File: config.mk
export PLATFORM = sky130hd
export DESIGN_NAME = mwdd_cell
export DESIGN_NICKNAME = d
export VERILOG_FILES = /design/src/sv/mwdd_pkg.sv /design/src/sv/mwdd_cell.sv
export SDC_FILE = /design/constraint.sdc
export NUM_CORES = 1
export LEC_CHECK = 0
export BUFFER_PORTS_ARGS = -buffer_cell sky130_fd_sc_hd__buf_2
export CELL_PAD_IN_SITES_DETAIL_PLACEMENT = 2
export CELL_PAD_IN_SITES_GLOBAL_PLACEMENT = 2
export CORE_MARGIN = 4
export CORE_UTILIZATION = 25
export CTS_BUF_LIST = sky130_fd_sc_hd__clkbuf_2
export DETAILED_ROUTE_END_ITERATION = 8
export GPL_TIMING_DRIVEN = 0
export HOLD_SLACK_MARGIN = 0.1
export PLACE_DENSITY_LB_ADDON = 0.1
export SETUP_SLACK_MARGIN = 0.2
export SYNTH_ARGS = -nofsm -noshare
export SYNTH_HDL_FRONTEND = slang
export SYNTH_SLANG_ARGS = --single-unit
File: constraint.sdc
create_clock -name clk -period 3.89 [get_ports clk]
set_input_delay 0.5835 -clock clk [delete_from_list [all_inputs] [get_ports clk]]
set_output_delay 0.5835 -clock clk [all_outputs]
set_load 0.01 [all_outputs]
File: src/sv/mwdd_pkg.sv
package mwdd_pkg;

    localparam int MAX_LEN = 1024;
    localparam int ADDR_W  = (MAX_LEN > 1) ? $clog2(MAX_LEN) : 1;
    localparam int LEN_W   = $clog2(MAX_LEN + 1);
    localparam int COST_W  = 19;

    typedef enum logic [1:0] {
        CMD_APPEND_FIRST  = 2'd0,
        CMD_APPEND_SECOND = 2'd1,
        CMD_RUN           = 2'd2,
        CMD_NONE          = 2'd3
    } cmd_t;

    typedef enum logic [1:0] {
        S_IDLE,
        S_FEED,
        S_DRAIN
    } state_t;

    // one beat travelling along the cell row: a byte of the second string and
    // the cost from the row above
    typedef struct packed {
        logic              v;
        logic              last;
        logic [7:0]        b;
        logic [COST_W-1:0] d;
    } beat_t;

    // per-cell load controls
    typedef struct packed {
        logic              load;
        logic              clear;
        logic [7:0]        ch;
        logic [COST_W-1:0] left;
        logic [COST_W-1:0] diag;
    } cell_ctl_t;

endpackage

File: src/sv/mwdd_cell.sv
module mwdd_cell (
    input  logic               clk,
    input  logic               rst_n,
    input  mwdd_pkg::cell_ctl_t ctl,
    input  mwdd_pkg::beat_t    bin,
    output mwdd_pkg::beat_t    bout
);

    logic                        active_reg;
    logic [7:0]                  a_reg;
    logic [mwdd_pkg::COST_W-1:0] left_reg;
    logic [mwdd_pkg::COST_W-1:0] diag_reg;
    mwdd_pkg::beat_t             bout_reg;
    mwdd_pkg::beat_t             bout_next;

    logic [mwdd_pkg::COST_W:0]   del_first;
    logic [mwdd_pkg::COST_W:0]   del_second;
    logic [mwdd_pkg::COST_W-1:0] val;

    always_comb
    begin
        del_first  = {1'b0, bin.d} + {{(mwdd_pkg::COST_W - 7){1'b0}}, a_reg};
        del_second = {1'b0, left_reg} + {{(mwdd_pkg::COST_W - 7){1'b0}}, bin.b};
        if (a_reg == bin.b)
        begin
            val = diag_reg;
        end
        else if (del_first < del_second)
        begin
            val = del_first[mwdd_pkg::COST_W-1:0];
        end
        else
        begin
            val = del_second[mwdd_pkg::COST_W-1:0];
        end

        bout_next      = bin;
        // idle cells past the end of the first string pass the beat on untouched
        bout_next.d    = active_reg ? val : bin.d;
    end

    always_ff @(posedge clk or negedge rst_n)
    begin
        if (!rst_n)
        begin
            active_reg <= 1'b0;
            bout_reg   <= '0;
        end
        else
        begin
            if (ctl.load)
            begin
                active_reg <= 1'b1;
            end
            else if (ctl.clear)
            begin
                active_reg <= 1'b0;
            end
            bout_reg <= bin.v ? bout_next : '0;
        end
    end

    always_ff @(posedge clk)
    begin
        if (ctl.load)
        begin
            a_reg    <= ctl.ch;
            left_reg <= ctl.left;
            diag_reg <= ctl.diag;
        end
        else if (bin.v && active_reg)
        begin
            left_reg <= val;
            diag_reg <= bin.d;
        end
    end

    assign bout = bout_reg;

endmodule

Word-level counts from Yosys, hierarchy flattened
Cells that the tools add are included.
Storage, ports and cells
  register bits: 76
  word-level logic and storage cells: 25
Cells by class
  multiplexer cells: 10
  order comparisons: 1
  $add $sub $neg: 2
  reductions and logical operators: 3
  eq/ne operators: 1
Operator list (count)
  19-bit 2-to-1 mux: 7
  19-bit by 8-bit adder with 20-bit output: 2
  29-bit 2-to-1 mux: 1
  20-bit < comparator: 1
  8-bit == test: 1
  2-bit nonzero test: 2
  1-bit 2-to-1 mux: 2
  1-bit logical AND: 1

Logic depth before layout (Yosys ltp)
Gate-level depths: netlist of the first run.
  depth in word-level cells: 6
  gate-level depth with buffers: 18

Worst setup path after synthesis of the first run
OpenSTA, ideal clock, no wires.
  path kind: input to register
  start: in bin[19] (netlist name)
  end: reg left_reg[18] (netlist name), data pin
  path buffers: 1
  cell stages on the path: 17
  arrival time: 3.733 ns
  library setup time: 0.275 ns
  path slack: -0.118 ns
  data required time: 3.615 ns
  cells stage by stage: ha_1 > fa_1 > a21oi_1 > o211ai_1 > a31oi_2 > nor4b_1 > xor2_1 > inv_1 > ha_1 > a21oi_1 > nand2_1 > a21oi_1 > o21ai_0 > nor2_2 > buf_4 > mux2i_1 > o221ai_1
Between the ends
  longest elaborated chain between the ends: 6
RTL lines
  from (decl): line mwdd_cell.sv:5  | input mwdd_pkg::beat_t bin,
  19-bit by 8-bit adder with 20-bit output: line mwdd_cell.sv:23  | del_second = {1'b0, left_reg} + {{(mwdd_pkg::COST_W - 7){1'b0}}, bin.b};
  20-bit < comparator: line mwdd_cell.sv:28  | else if (del_first < del_second)
  19-bit 2-to-1 mux: line mwdd_cell.sv:28
  19-bit 2-to-1 mux *: line mwdd_cell.sv:24  | if (a_reg == bin.b)
  19-bit 2-to-1 mux *: line mwdd_cell.sv:71  | else if (bin.v && active_reg)
  19-bit 2-to-1 mux *: line mwdd_cell.sv:65  | if (ctl.load)
  to (signal assigned): line mwdd_cell.sv:68  | left_reg <= ctl.left;
  to (signal assigned): line mwdd_cell.sv:73  | left_reg <= val;
  to (decl): line mwdd_cell.sv:11  | logic [mwdd_pkg::COST_W-1:0] left_reg;
Mark *: on every way between the ends. The rest lies on a longest branch, timed or not. The select of a mux whose other input is x is not followed.
A chain may end at the register's enable or synchronous reset.

Worst setup path in the final report of the first run
  start: reg left_reg[1] (netlist name)
  end: reg bout_reg, in the netlist bout[14]
Between the ends
  longest elaborated chain between the ends: 6
RTL lines
  19-bit by 8-bit adder with 20-bit output *: line mwdd_cell.sv:23
  20-bit < comparator: line mwdd_cell.sv:28
  19-bit 2-to-1 mux *: line mwdd_cell.sv:28
  19-bit 2-to-1 mux *: line mwdd_cell.sv:24
  19-bit 2-to-1 mux *: line mwdd_cell.sv:39  | bout_next.d = active_reg ? val : bin.d;
  29-bit 2-to-1 mux *: line mwdd_cell.sv:59  | bout_reg <= bin.v ? bout_next : '0;
  to (signal assigned): line mwdd_cell.sv:59
  to (decl): line mwdd_cell.sv:13  | mwdd_pkg::beat_t bout_reg;
Mark *: on every way between the ends. The rest lies on a longest branch, timed or not.

==> results of run 1 <==
worst max-delay path, cell delays in order (launching register included):
cell      delay [ns]
edfxtp_1        0.56
ha_4            0.32
a211oi_4        0.06
or4b_4          0.58
and2_4          0.21
nor2_1          0.11
xor2_1          0.26
inv_1           0.08
ha_1            0.32
nand2_1         0.10
a2111o_1        0.41
a31oi_4         0.23
nor2_4          0.09
buf_6           0.14
mux2_4          0.32
a221oi_4        0.28
report_power, final:
group | switching, mW | total [mW] | internal [mW] | leakage (nW)
clock | 0.329 | 0.538 | 0.209 | 0.0732
sequential | 0.0565 | 1.02 | 0.968 | 0.846
combinational | 0.723 | 1.33 | 0.608 | 2.06
area by class of cell:
class                           count  share of cell area (%)
Clock inverter                      7                    1.28
Multi-Input combinational cell    389                    47.4
Antenna cell                        1                  0.0350
Timing Repair Buffer              150                    13.4
Tap cell                          265                    4.64
Buffer                             20                    1.44
Sequential cell                    76                    29.8
Inverter                           26                    1.37
Clock buffer                        9                   0.630
per-stage QoR:
step / hold slack [ns] / std cells / setup TNS, ns / instance area, um^2
final: 0.196 / 943 / -7.91 / 7150
after global placement: 0.588 / 883 / -29.78 / 6050
after floorplan: 0.288 / 511 / 0 / 5180
after detailed placement: 0.584 / 884 / -32.55 / 6070
after CTS: 0.136 / 932 / -6.02 / 6870
after global routing: 0.131 / 943 / -14.69 / 7150
path summary, 6_finish.rpt:
kind | from | endpoint
setup / recovery | left_reg[1] | bout[14]
setup reg to reg | left_reg[1] | bout[14]
hold / removal | bin[27] | bout[27]
max in group asynchronous | rst_n | active_reg
hold reg to reg | diag_reg[9] | bout[9]
min in group asynchronous | rst_n | bout[13]
kinds of logic (layout without fill, tap and decap cells):
kind of cell,after synthesis,in the layout
DFF,76,76
and+or+nand+nor,150,150
muxes,27,27
xor gates and xnor gates,42,42
adders and majority gates,37,37
AOI/OAI and AO/OA,133,133
other,0,1
buffers and inverters,46,212
metal layers:
layer  vias to the layer above  part of all wire [%]  GRT usage, %  routed length [um]
met5                         -                     0             0                   0
met4                         0                   1.8          4.85                 392
met3                        27                   4.2          3.40                 898
met2                       116                    47          32.3               10100
met1                      2336                    47          26.6                9960
li1                       2184                     -             -                   -
what timing repair did:
action / in CTS / in global routing
resized for setup: 65 / 35
hold endpoints to repair: 38 / 0
pin swaps: 25 / 16
buffers inserted: 22 / 10
gates cloned: 1 / 0
hold buffers: 9 / 0
endpoints found under the setup margin: 38 / 38
placed cells by master, fill, tap and decap left out, types with 21 or more instances in the layout:
cell,Yosys,layout
o21ai_0,25,22
a21oi_1,38,27
nand2_1,54,53
ha_1,35,21
dfrtp_1,30,30
buf_4,2,22
xnor2_1,30,26
nor2_1,36,36
inv_1,26,25
edfxtp_1,46,46
buf_2,0,107
==> impl_metrics.tcl, run 1 <==
set metrics [dict create \
    pre_cts_ws_ns -1.07 \
    path_max_fanout 5 \
    synth_xor_area_share_pct 7.29 \
    async_flop_share_pct 39.5 \
    min_path_type "in -> reg" \
    ys_seq_area_share_pct 42.2 \
    syn-num-nets 627 \
    synth_area_um2 5050 \
    clk_latency_ns 0.62 \
    drv_cap 0 \
    hold_depth 2 \
    cts_buffer_depth 2 \
    fill_cells 2188 \
    firstDrtPassIters 4 \
    antenna_left 0 \
    synth-compound-area-share_pct 17.2 \
    rrSetupSlack_ns -0.31 \
    yosysTopAreaCell "edfxtp_1" \
    start_util_pct 25.7 \
    avgSynthCellArea_um2 9.88 \
    power_leakage_nw 2.98 \
    setup_viol 37 \
    htreeDepth 3 \
    grt_pass1_wl_um 32200 \
    cts_made_buffers 9 \
    die_w_um 150 \
    synth_top_family_by_area "compound AO/OA/AOI/OAI gates" \
    fmax_mhz 238 \
    fin_ws_ns -0.309 \
    dr.first_iter.drc_count 188 \
    critical_path_arrival_ns 4.70 \
    wl_per_cell_um 22.7 \
    gp_congestion 0.804 \
    ios 108 \
    powerDensity_nw_per_um2 405 \
    cts_root_buf "clkbuf_2" \
    num_vias 4663 \
    slew_headroom_pct 33.3 \
    startpoint_type "flop" \
    status "finished with violations" \
    register_area_um2 2130 \
    tightest_slew_ns 1.00 \
    synth.distinct_cells 55 \
    finalHoldViolCount 0 \
    rsz0062_at_grt "yes" \
    antenna_found_initial 2 \
    grt_pass1_vias 5230 \
    core_area_um2 19700 \
    synth_edf_count 46 \
    syn2layout_area_growth_pct 41.6 \
    period_share_pct 108 \
    required_ns 4.39 \
    largest_reg_flops 29 \
    multiInputGateArea_um2 3390 \
    track_usage_pct 19.5 \
    port_buffers 107 \
    period_needed_ns 4.20 \
    drive_gt1_share_pct 39.3 \
    placementRows 51 \
    netlist_instances 511 \
    clock_skew_ns 0.0433 \
    yosysWarnings 0 \
    post-dp-hpwl_um 15800 \
    design.die.area_um2 22500 \
    viasPerCell 4.94 \
    cts.sinks 76 \
    peakVddDrop_mv 0.123 \
    synth-adder-area-share_pct 9.47 \
    die_h_um 150 \
    drc 0 \
    grt_max_degree 31 \
    nets 788 \
    finalWirelength_um 21400 \
    worstSetupPathType "reg -> reg" \
    clk_pin_slew_worst_paths_ns 0.27 \
    cts_tree "built" \
    yosys-top-cells-count "54 x nand2_1, 46 x edfxtp_1, 38 x a21oi_1" \
    gr-total-overflow 0 \
    finalMaxSlewViolations 0 \
    synth-seq-cells 76 \
    r2r_cells 15 \
    p_total_mw 2.89 \
    final_util_pct 36.4 \
    ys.flop_type "edfxtp_1" \
    end_kind "flop" \
    failed_checks "negative setup slack" \
    synth_area_leaders "edfxtp_1 27%, dfrtp_1 15%, ha_1 8.7%" \
    yosysMostFrequentCell "nand2_1" \
    synth.area.mux_share_pct 6.02 \
    yosysTopAreaCellShare_pct 27.4 \
    yosys.area_share.simple_pct 14.2 \
]
(Power assumes the default switching activity.)
==> run 2, diff against run 1 <==
--- a/config.mk
+++ b/config.mk
@@ -10,7 +10,6 @@
 export CELL_PAD_IN_SITES_GLOBAL_PLACEMENT = 2
 export CORE_MARGIN = 4
 export CORE_UTILIZATION = 25
-export CTS_BUF_LIST = sky130_fd_sc_hd__clkbuf_2
 export DETAILED_ROUTE_END_ITERATION = 8
 export GPL_TIMING_DRIVEN = 0
 export HOLD_SLACK_MARGIN = 0.1
==> impl_metrics.tcl, run 2 (same netlist as run 1, synthesis figures left out) <==
set metrics [dict create \
    cts_tree "built" \
    die_h_um 150 \
    grt_max_degree 31 \
    design.die.area_um2 22500 \
    rrSetupSlack_ns -0.27 \
    drc 0 \
    cts_buffer_depth 2 \
    drv_cap 0 \
    end_kind "flop" \
    gp_congestion 0.804 \
    crit_chain "ha_4, and3_2, or4b_4, a21oi_4, xor2_2, inv_1, ha_1, a21oi_1, o21a_1, a2111o_1, a31oi_4, nor2_4, buf_6, mux2_4, a221oi_4" \
    track_usage_pct 19.4 \
    fmax_mhz 240 \
    syn2layout_area_growth_pct 47.1 \
    cpMaxStageDelayCell "or4b_4" \
    powerDensity_nw_per_um2 456 \
    final_util_pct 37.8 \
    port_buffers 107 \
    cts_made_buffers 9 \
    num_vias 4612 \
    placementRows 51 \
    required_ns 4.13 \
    layout_common_cells "107 x buf_2, 54 x nand2_1, 46 x edfxtp_1, 34 x nor2_1, 30 x dfrtp_1" \
    r2r_cells 15 \
    period_needed_ns 4.16 \
    fin_ws_ns -0.270 \
    rsz0062_at_grt "yes" \
    finalMaxSlewViolations 0 \
    peakVddDrop_mv 0.221 \
    worst-path-buf-inv 2 \
    nets 783 \
    htreeDepth 3 \
    finalHoldViolCount 0 \
    critical_path_arrival_ns 4.40 \
    worstSetupPathType "reg -> reg" \
    ios 108 \
    worst_r2r_endpoint "bout[14]" \
    reg2reg_from "left_reg[7]" \
    crit_family "compound AO/OA/AOI/OAI gates" \
    antenna_left 0 \
    drive_gt1_share_pct 42.3 \
    clk_latency_ns 0.36 \
    grt_pass1_wl_um 31900 \
    cts.sinks 76 \
    cts_root_buf "clkbuf_16" \
    tightest_slew_ns 1.03 \
    startpoint_type "flop" \
    setup_viol 37 \
    slew_headroom_pct 31.5 \
    endpoint "bout[14]" \
    startpoint "left_reg[7]" \
    largest_reg_flops 29 \
    wl_per_cell_um 22.8 \
    clock_skew_ns 0.0120 \
    post-dp-hpwl_um 15800 \
    layout_commonest_cell "buf_2" \
    min_path_type "in -> async" \
    grt_pass1_vias 5168 \
    viasPerCell 4.92 \
    core_area_um2 19700 \
    clk_pin_slew_worst_paths_ns 0.06 \
    period_share_pct 107 \
    fin_hold_ws_ns 0.331 \
    start_util_pct 25.7 \
    failed_checks "negative setup slack" \
    dr.first_iter.drc_count 190 \
    critPathMaxStageDelay_ns 0.54 \
    finalWirelength_um 21400 \
    antenna_found_initial 1 \
    firstDrtPassIters 4 \
    die_w_um 150 \
    power_leakage_nw 3.06 \
    hold_buffers 0 \
    antenna-diode-count 0 \
    path_max_fanout 4 \
    critical_path_depth 15 \
    gr-total-overflow 0 \
    status "finished with violations" \
]
[run 2: changes by cell type in the layout (fill, tap and decap cells not counted), moves of 3 or more]
cell           before  now
buf_4              22   26
clkbuf_16           0    9
clkbuf_2            9    0
dlygate4sd3_1       9    0
xor2_1             10    7
xor2_2              2    5
[run 2: per-stage QoR]
step                worst slack, ns  power [mW]  cells  TNS [ns]  cell area [um^2]
floorplan                    0.0780        1.69    511         0              5180
global placement              -1.00        2.03    883    -29.78              6050
detailed placement            -1.07        2.06    884    -32.55              6070
CTS                          -0.206        3.24    923     -3.83              6960
global route                 -0.414        3.58    937    -11.28              7420
finish                       -0.270        3.39    937     -5.49              7420
[run 2: per-layer routing]
| layer | track usage [%] | up-vias | part of all wire, % |
|---|---|---|---|
| met4 | 4.30 | 0 | 1.4 |
| met2 | 32.3 | 104 | 48 |
| met5 | 0 | - | 0 |
| li1 | - | 2171 | - |
| met3 | 3.04 | 18 | 3.8 |
| met1 | 26.6 | 2319 | 46 |
[run 2: area by class of cell]
cell class	instances	area [um^2]
fill	2159	12200
multi-input combinational	389	3540
sequential	76	2130
timing repair buffer	145	883
tap	265	332
clock buffer	10	239
buffer	20	109
inverter	26	97.6
clock inverter	6	87.6
[run 2: power breakdown]
part	switching (mW)	internal [mW]	total, mW
logic	0.754	0.650	1.40
registers	0.0574	0.970	1.03
clock network	0.376	0.579	0.955
[run 2: worst min path at each step]
stage / startpoint / endpoint / slack [ns] / depth (start not counted)
6_report: rst_n / bout[25] / 0.33 / 1
4_1_cts: rst_n / bout[13] / 0.36 / 1
5_1_grt: ctl[40] / a_reg[2] / 0.39 / 1
3_5_place_dp: diag_reg[9] / bout[9] / 0.58 / 2
3_3_place_gp: diag_reg[1] / bout[1] / 0.59 / 2
2_1_floorplan: rst_n / active_reg / 0.29 / 0
[run 2: what timing repair did]
action / in CTS / in global routing
endpoints found under the setup margin: 38 / 38
resized for setup: 66 / 58
buffers inserted: 23 / 14
pin swaps: 34 / 29
gates cloned: 0 / 0
